[src/rtl/core/indexed_list_store_core_assert.svh]
// Assertion macros for the indexed list store core.
// Included by the top level; the including module must provide clk and rst.
`ifndef INDEXED_LIST_STORE_CORE_ASSERT_SVH
`define INDEXED_LIST_STORE_CORE_ASSERT_SVH

// Same-cycle implication, disabled while in reset.
`define ILS_ASSERT_NOW(label, ante, cons, msg) \
  label: assert property (@(posedge clk) disable iff (rst) (ante) |-> (cons)) \
    else $error(msg);

// Next-cycle implication, disabled while in reset.
`define ILS_ASSERT_NEXT(label, ante, cons, msg) \
  label: assert property (@(posedge clk) disable iff (rst) (ante) |=> (cons)) \
    else $error(msg);

`endif

[src/rtl/core/ils_pkg.sv]
// Shared constants and types of the indexed list store core.
// No dependencies; imported by the interfaces, the cell and the top level.
package ils_pkg;

  localparam int CAPACITY = 64;
  localparam int POS_W    = 7;
  localparam int DATA_W   = 32;
  localparam int STAT_W   = 2;
  localparam int CNT_W    = $clog2(CAPACITY + 1);
  localparam int CMP_W    = (CNT_W > POS_W) ? CNT_W : POS_W;
  localparam int IDX_W    = $clog2(CAPACITY);

  typedef enum logic [2:0] {
    OP_READ   = 3'd0,
    OP_INSERT = 3'd1,
    OP_HEAD   = 3'd2,
    OP_TAIL   = 3'd3,
    OP_DELETE = 3'd4
  } op_t;

  typedef enum logic [STAT_W-1:0] {
    ST_DONE  = 2'd0,
    ST_RANGE = 2'd1,
    ST_FULL  = 2'd2
  } stat_t;

  typedef enum logic [1:0] {
    CK_HOLD   = 2'd0,
    CK_INSERT = 2'd1,
    CK_DELETE = 2'd2
  } cell_kind_t;

  // Broadcast to every cell of the chain.
  typedef struct packed {
    cell_kind_t         kind;
    logic [CMP_W-1:0]   pos;
    logic [DATA_W-1:0]  value;
  } cell_ctl_t;

endpackage

[src/rtl/core/ils_cell.sv]
// One storage cell of the list chain: holds one entry and shifts with its neighbors.
// Depends on ils_pkg for the control struct.
module ils_cell
  import ils_pkg::*;
(
  input  logic              clk,
  input  cell_ctl_t         ctl,
  input  logic [CMP_W-1:0]  idx,
  input  logic [DATA_W-1:0] lower_entry,
  input  logic [DATA_W-1:0] upper_entry,
  output logic [DATA_W-1:0] entry
);

  // On insert, cells above the position take the entry below them and the cell
  // at the position takes the new value. On delete, cells from the position up
  // take the entry above them.
  always_ff @(posedge clk) begin
    case (ctl.kind)
      CK_INSERT: begin
        if (idx > ctl.pos) begin
          entry <= lower_entry;
        end else if (idx == ctl.pos) begin
          entry <= ctl.value;
        end
      end
      CK_DELETE: begin
        if (idx >= ctl.pos) begin
          entry <= upper_entry;
        end
      end
      default: begin
      end
    endcase
  end

endmodule

[config.mk]
export PLATFORM = sky130hd
export DESIGN_NAME = ils_cell
export DESIGN_NICKNAME = d
export VERILOG_FILES = /design/src/rtl/core/indexed_list_store_core_assert.svh /design/src/rtl/core/ils_pkg.sv /design/src/rtl/core/ils_cell.sv
export SDC_FILE = /design/constraint.sdc
export NUM_CORES = 1
export LEC_CHECK = 0
export BUFFER_PORTS_ARGS = -buffer_cell sky130_fd_sc_hd__buf_2
export CAP_MARGIN = 20
export CORE_MARGIN = 3
export CORE_UTILIZATION = 45
export DETAILED_ROUTE_END_ITERATION = 10
export PLACE_DENSITY = 0.79
export SKIP_LAST_GASP = 1
export SLEW_MARGIN = 20
export SYNTH_ARGS = -nofsm -noshare
export SYNTH_HDL_FRONTEND = slang
export SYNTH_SLANG_ARGS = --single-unit
[constraint.sdc]
create_clock -name clk -period 8.35 [get_ports clk]
set_clock_uncertainty 0.15 [all_clocks]
set_input_delay 0.835 -clock clk [delete_from_list [all_inputs] [get_ports clk]]
set_output_delay 0.835 -clock clk [all_outputs]
set_load 0.01 [all_outputs]
== Word level (Yosys, flattened, before mapping) ==
Cells that the tools add are included.
Operators by class
  add/sub/neg operators: 0
  multiply operators: 0
  divide/modulo/power cells: 0
  magnitude comparators: 2
  eq/ne operators: 5
  shifts and indexed selects: 0
  muxes and demuxes: 4
  bitwise operators: 0
  reductions and logical operators: 2
Operator list (count)
  $mux 32: 3
  $pmux 32 s2: 1
  $eq 7x7->1: 1
  $ge 7x7->1: 1
  $gt 7x7->1: 1
  $ne 3x3->1 const B: 1
  $reduce_and 3->1: 1
  $eq 2x1->1 const B: 1
  $eq 2x2->1 const B: 1
  $ne 2x2->1 const B: 1
  $reduce_bool 2->1: 1
Word-level totals
  register bits: 32
  latch bits: 0
  RAM bits: 0
  ROM bits: 0
  bits of input ports: 113
  word-level logic and storage cells: 14
  memories: 0

== Logic depth before layout (Yosys ltp) ==
Gate-level depths: netlist of the first run.
  word-level depth: 4
  depth in mapped cells: 8
  gate-level depth less buffers: 6

== Worst setup path after synthesis of the first run ==
Ideal clock, no wire load.
  kind: input to register
  start: input port ctl[38] in the netlist's numbering
  end: register entry[0] (enable)
  library setup time: 432 ps
  data arrival time: 3398 ps
  slack: 4370 ps
  stages on the path: 7
  buffers on the path: 1
  cell sequence: inv_1 ha_1 nand2_1 o21ai_4 buf_4 a21oi_1 a21oi_1
Between the ends
  word-level cells in the longest chain between the ends: 3
  elaborated cells on any way between the ends: 6
  those cells by class: order compare (2); eq/ne (3); reduce/logical (1)
Ends and longest elaborated chain
  start: declaration: line ils_cell.sv:7  | input cell_ctl_t ctl,
  $gt 7x7->1, or another cell as far along: line ils_cell.sv:20  | if (idx > ctl.pos) begin
  $ne 3x3->1 (no source line) / $ne 2x2->1 (equally long branches)
  $reduce_and 3->1 (no source line) *
  end signal: assignment: line ils_cell.sv:21  | entry <= lower_entry;
  end signal: assignment: line ils_cell.sv:23  | entry <= ctl.value;
  end signal: assignment: line ils_cell.sv:28  | entry <= upper_entry;
  end: declaration: line ils_cell.sv:11  | output logic [DATA_W-1:0] entry
Every way passes the cells marked *; elsewhere a longest branch is shown, timed or not.
A chain may end at the register's enable or synchronous reset.

== Worst setup path in the final report of the first run ==
  start: input port ctl[38] in the netlist's numbering
  end: register entry[15] (enable)
Same word-level chain as after synthesis.

==> qor.yml, run 1 <==
clk_pin_slew_ps: 70
largest_reg_flops: 32
wl_per_cell_microns: 16.6
holdPathStages: 3
routabilityCongestion: 0.786
cts_tree: "built"
holdPathEnd: "entry[21]"
grtUsageTotal_pct: 22.4
placed_area_sq_um: 3520
p_int_w: 0.000338
synth_area_per_cell_sq_um: 8.76
hold_violations: 0
finalWirelength_microns: 8600
tightest_slew_ps: 1080
synth_area_leaders: "edfxtp_1 34%, mux2i_1 11%, a21boi_0 8.5%, nor3b_1 8.5%, a31oi_1 7.1%"
ios: 145
worstHoldPathType: "in -> reg"
initial_core_util_pct: 47.1
netlist_instances: 324
yosysUniqueCellTypes: 28
grt_overflow: 0
die_w_microns: 85.4
rsz0062_at_grt: "false"
io_buffer_count: 144
cts_setup_buffers: 0
setup_violations: 0
worstHoldStart: "upper_entry[21]"
cp.arrival_ps: 3340
routed_via_density: 5.89
postSynth.asyncResetShare_pct: 0
die_h_microns: 85.4
die_area_sq_um: 7300
p_leak_nw: 1.55
design_area_sq_um: 3610
endpoint_kind: "flop"
drive_above_1_share_pct: 36.3
drc: 0
dp_cells: 512
period_share_pct: 43.1
clock_power_share_pct: 21.8
period_needed_ps: 3600
status: "finished clean"
area_growth_pct: 27.0
synth_fp_nets: 444
htreeDepth: 2
path_class: "in -> reg"
ys_ff_latch: 32
crit_start: "ctl[38]"
cp_data_required_time_ps: 8100
antenna_found_initial: 0
synth_enable_flop_cells: 32
comb_power_share_pct: 36.4
ctsResizeCount: 0
yosysWarnings: 0
regMostFlops: "entry"
peakVddDrop_v: 0.0000673
final_antenna_net_count: 0
fmax_mhz: 278
num_rows: 28
numCtsBuffers: 5
clock_path_buffers: 2
syn_area_sq_um: 2840
power.share.sequential_pct: 41.7
crit_fanout: 34
grt_max_degree: 35
final.setup.tns_ps: 0
num_vias: 3059
yosysSeqAreaShare_pct: 33.8
swShare_pct: 32.5
synthFlopType: "edfxtp_1"
root_buffer: "clkbuf_8"
synth_top_cell_by_area: "edfxtp_1"
firstDrtPassIters: 5
power.density_nw_per_um2: 139
synth_top_area_share_pct: 33.8
p_switching_w: 0.000163
top_regs: "entry: 32 flops"
yosysMostFrequentCell: "a21oi_1"
dp_hpwl_microns: 5940
start_kind: "primary input"
whs_ps: 753
fin_cells: 519
synth.top_cells.by_count: "34 x a21oi_1, 33 x nor2_1"
first_global_vias: 2907
nets: 564
maxCapViolCount: 0
slew_headroom_pct: 28.2
grt_pass1_wl_microns: 13500
drt_iter0_drc: 232
coreArea_sq_um: 6030
holdBufCountCts: 0
diodes: 0
cts_num_sinks: 32
final_max_slew_viol_count: 0
stage by stage:
step,setup WS (ps),power [W],utilization [%]
floorplan,4370,0.000328,-
global placement,4560,0.000387,58.5
detailed placement,4440,0.000393,58.5
CTS,4730,0.000503,59.7
global route,4530,0.000529,59.8
finish,4750,0.000501,59.8
logic make-up (layout without fill, tap and decap cells):
family / count (synthesis) / after routing / synth area share [%]
flops: 32 / 32 / 33.8
buf+inv: 42 / 162 / 7.14
simple gates: 75 / 75 / 15.1
compound gates: 136 / 136 / 29.6
fa+ha+maj: 7 / 7 / 3.08
mux: 32 / 32 / 11.3
per-layer routing:
layer | up-vias | wire length (microns) | global-route usage [%]
li1 | 1455 | - | -
met1 | 1401 | 3350 | 27.2
met2 | 189 | 4200 | 38.8
met3 | 14 | 934 | 6.02
met4 | 0 | 111 | 6.47
met5 | - | 0 | 0
placed cells by master (no fill, tap or decap), drive strengths merged, types with 2 or more instances in the layout:
master	synthesis	layout
o21ai	33	33
ha	7	7
o211a	2	2
edfxtp	32	32
nor3b	32	32
nand2b	2	2
a21boi	32	32
a31oi	32	32
inv	7	7
clkbuf	22	5
mux2i	32	32
buf	13	148
a21oi	36	36
clkinv	0	2
nor2	33	33
worst max-delay path: stages:
cell	delay [ps]
buf_2	80
inv_1	30
ha_1	340
and4_1	940
a21oi_1	240
a21oi_4	870
worst max-delay path by stage:
stage,end
5_1_grt,entry[16]
2_1_floorplan,entry[0]
3_3_place_gp,entry[20]
3_5_place_dp,entry[20]
6_report,entry[15]
4_1_cts,entry[20]
final cells by class:
type	instances	area [sq um]
clock buffer	5	68.8
clock inverter	2	7.51
fill	577	2420
inverter	7	26.3
multi-input combinational	250	1700
sequential	32	961
tap	75	93.8
timing repair buffer	148	751
power groups by stage:
| stage | registers [W] | clock network (W) | logic, W |
|---|---|---|---|
| floorplan | 0.000224 | 0 | 0.000104 |
| global placement | 0.000212 | 0 | 0.000174 |
| detailed placement | 0.000213 | 0 | 0.000180 |
| CTS | 0.000209 | 0.000113 | 0.000181 |
| global route | 0.000211 | 0.000119 | 0.000200 |
| finish | 0.000209 | 0.000109 | 0.000183 |
(Power assumes the default switching activity.)
==> run 2, diff against run 1 <==
==> constraint.sdc (replaced) <==
create_clock -name clk -period 3.55 [get_ports clk]
set_clock_uncertainty 0.15 [all_clocks]
set_input_delay 0.355 -clock clk [delete_from_list [all_inputs] [get_ports clk]]
set_output_delay 0.355 -clock clk [all_outputs]
set_load 0.01 [all_outputs]
==> run 2 against run 1 <==
Worst hold slack got worse by 480 ps; highest routed layer unchanged; non-clock buffer count rose by 5; total power up 140%; sequential power increased by 140%; via count grew 3.4%; wire length up 5.8%; cell area is 1.2% higher; critical path depth is 1 higher; sequential share of layout area down 0.33 points; critical path type unchanged; combinational power up 140%; largest power group unchanged.
==> qor.yml, run 2 (synthesis results as in run 1) <==
slew_headroom_pct: 37.2
status: "finished clean"
setup_slack_ps: 1270
die_w_microns: 85.4
final.setup.tns_ps: 0
io_buffer_count: 144
rsz0062_at_grt: "false"
tightest_slew_ps: 943
final_max_slew_viol_count: 0
die_h_microns: 85.4
ios: 145
fillCellCount: 563
dp_hpwl_microns: 6150
endpoint_kind: "flop"
final_common_cell: "buf_2"
coreArea_sq_um: 6030
drive_above_1_share_pct: 37.1
cp.arrival_ps: 2250
multi_input_area_sq_um: 1690
clk_pin_slew_ps: 70
antenna_found_initial: 0
num_vias: 3163
clock_path_buffers: 2
peakVddDrop_v: 0.000187
initial_core_util_pct: 47.1
crit_fanout: 32
path_class: "in -> reg"
drt_iter0_drc: 209
layout_common_cells: "144 x buf_2, 33 x a21oi_1"
die_area_sq_um: 7300
final_antenna_net_count: 0
diodes: 0
holdPathStages: 3
maxCapViolCount: 0
nets: 569
ctsResizeCount: 0
regMostFlops: "entry"
numCtsBuffers: 5
grt_max_degree: 34
finalWirelength_microns: 9090
fin_util_pct: 60.6
holdBufCountCts: 0
period_share_pct: 64.3
critPathMaxStageDelay_ps: 810
drc: 0
root_buffer: "clkbuf_8"
num_rows: 28
hold_violations: 0
critPathSlowestCell: "o211a_1"
top_regs: "entry: 32 flops"
routed_via_density: 6.02
grt_overflow: 0
cts_setup_buffers: 0
routabilityCongestion: 0.784
dp_slack_ps: 965
grt_pass1_wl_microns: 14200
cts_tree: "built"
fmax_mhz: 438
firstDrtPassIters: 5
htreeDepth: 2
power.density_nw_per_um2: 330
wl_per_cell_microns: 17.3
worstHoldPathType: "in -> reg"
grtUsageTotal_pct: 24.0
cp_data_required_time_ps: 3520
setup_violations: 0
period_needed_ps: 2280
first_global_vias: 3041
largest_reg_flops: 32
cts_num_sinks: 32
start_kind: "primary input"
register_area_sq_um: 961
area_growth_pct: 28.6
cp_cell_sequence: "buf_2 > inv_1 > ha_1 > a21oi_2 > o211a_1 > o21ai_0 > a31oi_1"
p_leak_nw: 1.59
run 2: final timing paths:
check	endpoint	slack, ps	start
hold / removal	entry[12]	270	upper_entry[12]
setup / recovery	entry[9]	1270	ctl[38]
run 2: power breakdown:
| part | internal (W) | switching (W) |
|---|---|---|
| logic | 0.000191 | 0.000246 |
| clock network | 0.000133 | 0.000142 |
| registers | 0.000480 | 0.0000133 |
run 2: metal layers:
| metal | routed length (microns) | track usage [%] | vias up |
|---|---|---|---|
| met4 | 99 | 5.61 | 0 |
| li1 | - | - | 1471 |
| met1 | 3710 | 30.7 | 1484 |
| met3 | 866 | 4.47 | 13 |
| met2 | 4420 | 41.7 | 195 |
| met5 | 0 | 0 | - |
run 2: worst max-delay path, delay by kind of cell:
family | cells | cell delay [ps]
buffers and inverters | 2 | 120
adder cells (fa/ha/maj) | 1 | 340
AO/OA/AOI/OAI | 4 | 1430
run 2: cell type report:
class                           instances  area share, %
Timing Repair Buffer                  153           21.8
Inverter                                7          0.720
Multi-Input combinational cell        250           46.3
Tap cell                               75           2.57
Sequential cell                        32           26.3
Clock buffer                            5           1.88
Clock inverter                          3          0.377
run 2: per-stage QoR:
stage	total power [W]	cell area (sq um)	hold slack, ps	std cells
after CTS	0.00121	3640	266	524
after global routing	0.00127	3650	286	525
final	0.00121	3650	270	525
after floorplan	0.000771	2840	459	324
after detailed placement	0.000934	3550	557	516
after global placement	0.000918	3550	560	516
==> run 3, diff against run 2 <==
--- a/config.mk
+++ b/config.mk
@@ -5,12 +5,13 @@
 export SDC_FILE = /design/constraint.sdc
 export NUM_CORES = 1
 export LEC_CHECK = 0
+export ABC_AREA = 1
 export BUFFER_PORTS_ARGS = -buffer_cell sky130_fd_sc_hd__buf_2
 export CAP_MARGIN = 20
 export CORE_MARGIN = 3
-export CORE_UTILIZATION = 45
+export CORE_UTILIZATION = 43
 export DETAILED_ROUTE_END_ITERATION = 10
-export PLACE_DENSITY = 0.79
+export PLACE_DENSITY = 0.82
 export SKIP_LAST_GASP = 1
 export SLEW_MARGIN = 20
 export SYNTH_ARGS = -nofsm -noshare
==> constraint.sdc (replaced) <==
create_clock -name clk -period 2.1 [get_ports clk]
set_clock_uncertainty 0.15 [all_clocks]
set_input_delay 0.21 -clock clk [delete_from_list [all_inputs] [get_ports clk]]
set_output_delay 0.21 -clock clk [all_outputs]
set_load 0.01 [all_outputs]
==> run 3 against run 2 <==
Largest cell class is now registers; total power is 51% higher; critical path type unchanged; non-clock buffer count stayed put; highest routed layer unchanged; global-route usage is 4.4 points lower; utilization is 4.4 points higher; sequential share of layout area is 4.2 points higher; cell area is 14% lower.
==> qor.yml, run 3 <==
ys_ff_latch: 32
holdBufCountCts: 0
yosysWarnings: 0
initial_core_util_pct: 45.7
ios: 145
clock_path_buffers: 2
area_growth_pct: 42.1
regMostFlops: "entry"
final_common_cell: "buf_2"
synth_fp_nets: 431
period_share_pct: 78.3
comb_power_share_pct: 31.3
netlist_instances: 311
clock_power_share_pct: 23.1
crit_start: "ctl[38]"
drt_iter0_drc: 66
start_kind: "primary input"
grt_pass1_wl_microns: 9510
crit_fanout: 15
grtUsageTotal_pct: 19.6
routed_via_density: 4.53
ctsResizeCount: 0
htreeDepth: 2
diodes: 0
dp_hpwl_microns: 4720
synth_top_cell_by_area: "edfxtp_1"
p_int_w: 0.00129
path_class: "in -> reg"
finalWirelength_microns: 5840
die_w_microns: 77.8
yosysUniqueCellTypes: 17
fillCellCount: 419
clk_pin_slew_ps: 60
cts_tree: "built"
fmax_mhz: 608
final_antenna_net_count: 0
multi_input_area_sq_um: 893
io_buffer_count: 144
top_regs: "entry: 32 flops"
num_rows: 25
antenna_found_initial: 0
swShare_pct: 29.0
peakVddDrop_v: 0.000305
postSynth.asyncResetShare_pct: 0
synth_top_area_share_pct: 43.3
die_h_microns: 77.8
routabilityCongestion: 0.799
wl_per_cell_microns: 11.2
setup_violations: 0
final.setup.tns_ps: 0
first_global_vias: 2250
power_w: 0.00182
slew_headroom_pct: 76.8
synth_area_per_cell_sq_um: 7.13
register_area_sq_um: 961
status: "finished clean"
synth_area_leaders: "edfxtp_1 43%, nand2_1 17%, nand3_1 15%, inv_1 13%, ha_1 4.0%"
period_needed_ps: 1640
largest_reg_flops: 32
coreArea_sq_um: 4850
cp_data_required_time_ps: 1980
synth_enable_flop_cells: 32
hold_violations: 0
cts_setup_buffers: 0
firstDrtPassIters: 4
maxCapViolCount: 0
power.share.sequential_pct: 45.6
endpoint: "entry[15]"
nets: 576
root_buffer: "clkbuf_8"
power.density_nw_per_um2: 578
p_switching_w: 0.000528
yosysMostFrequentCell: "nand2_1"
grt_use_met3_pct: 4.41
grt_max_degree: 33
drive_above_1_share_pct: 36.8
drc: 0
numCtsBuffers: 5
p_leak_nw: 1.88
syn_area_sq_um: 2220
cts_num_sinks: 32
rsz0062_at_grt: "false"
final_max_slew_viol_count: 0
synthFlopType: "edfxtp_1"
met2_usage_pct: 36.5
grt_overflow: 0
endpoint_kind: "flop"
yosysSeqAreaShare_pct: 43.3
cp.arrival_ps: 1520
tightest_slew_ps: 347
synth.top_cells.by_count: "103 x nand2_1, 78 x inv_1, 66 x nand3_1, 32 x edfxtp_1, 7 x ha_1"
globalRouteMet1Util_pct: 21.9
die_area_sq_um: 6050
grt_busiest_layer: "met2"
worstHoldPathType: "in -> reg"
holdPathStages: 3
num_vias: 2368
layout_common_cells: "144 x buf_2, 103 x nand2_1, 77 x inv_1, 66 x nand3_1, 32 x edfxtp_1"
## run 3: power groups by stage
| stage | Combinational (W) | Clock, W | Sequential [W] |
|---|---|---|---|
| global route | 0.000644 | 0.000459 | 0.000838 |
| CTS | 0.000578 | 0.000434 | 0.000831 |
| detailed placement | 0.000577 | 0 | 0.000844 |
| floorplan | 0.000270 | 0 | 0.000884 |
| finish | 0.000570 | 0.000421 | 0.000830 |
| global placement | 0.000563 | 0 | 0.000842 |
## run 3: kinds of logic (layout without fill, tap and decap cells)
kind of cell               after synthesis  in the layout  synth area share, %
adders and majority gates                7              7                 3.95
and+or+nand+nor                        176            176                 35.3
DFF                                     32             32                 43.3
AOI/OAI and AO/OA                        3              3                0.846
buffers and inverters                   93            238                 16.5
## run 3: worst max-delay path, stage by stage
cell	delay, ps
buf_2	80
inv_1	30
ha_1	310
nand2_2	110
inv_1	50
a21oi_2	200
nand2_4	80
nand2_2	110
buf_12	150
nand2_1	70
nand3_1	80
nand2_1	50
## run 3: cell type report
type | count | share of cell area, %
Tap cell | 67 | 2.66
Timing Repair Buffer | 153 | 26.6
Clock inverter | 1 | 0.159
Clock buffer | 6 | 2.30
Sequential cell | 32 | 30.5
Inverter | 78 | 9.41
Multi-Input combinational cell | 186 | 28.4
## run 3: through the flow
stage	area [sq um]	cells	util, %	setup slack, ps	hold WS [ps]
floorplan	2230	311	-	11.4	246
global placement	3070	516	63.4	192	332
detailed placement	3070	516	63.4	162	335
CTS	3150	523	65.0	456	46.4
global route	3150	523	65.0	333	65.4
finish	3150	523	65.0	456	55.4
## run 3: worst min-delay path by stage
| stage | startpoint | to | slack [ps] |
|---|---|---|---|
| global route | upper_entry[1] | entry[1] | 70 |
| CTS | upper_entry[1] | entry[1] | 50 |
| finish | upper_entry[1] | entry[1] | 60 |
| global placement | upper_entry[29] | entry[29] | 330 |
| floorplan | upper_entry[0] | entry[0] | 250 |
| detailed placement | upper_entry[1] | entry[1] | 340 |
## run 3: layer usage
layer  up-vias  share of wire, %
met1      1032                38
li1       1239                 -
met5         -                 0
met4         0              0.80
met2        92                54
met3         5               7.9
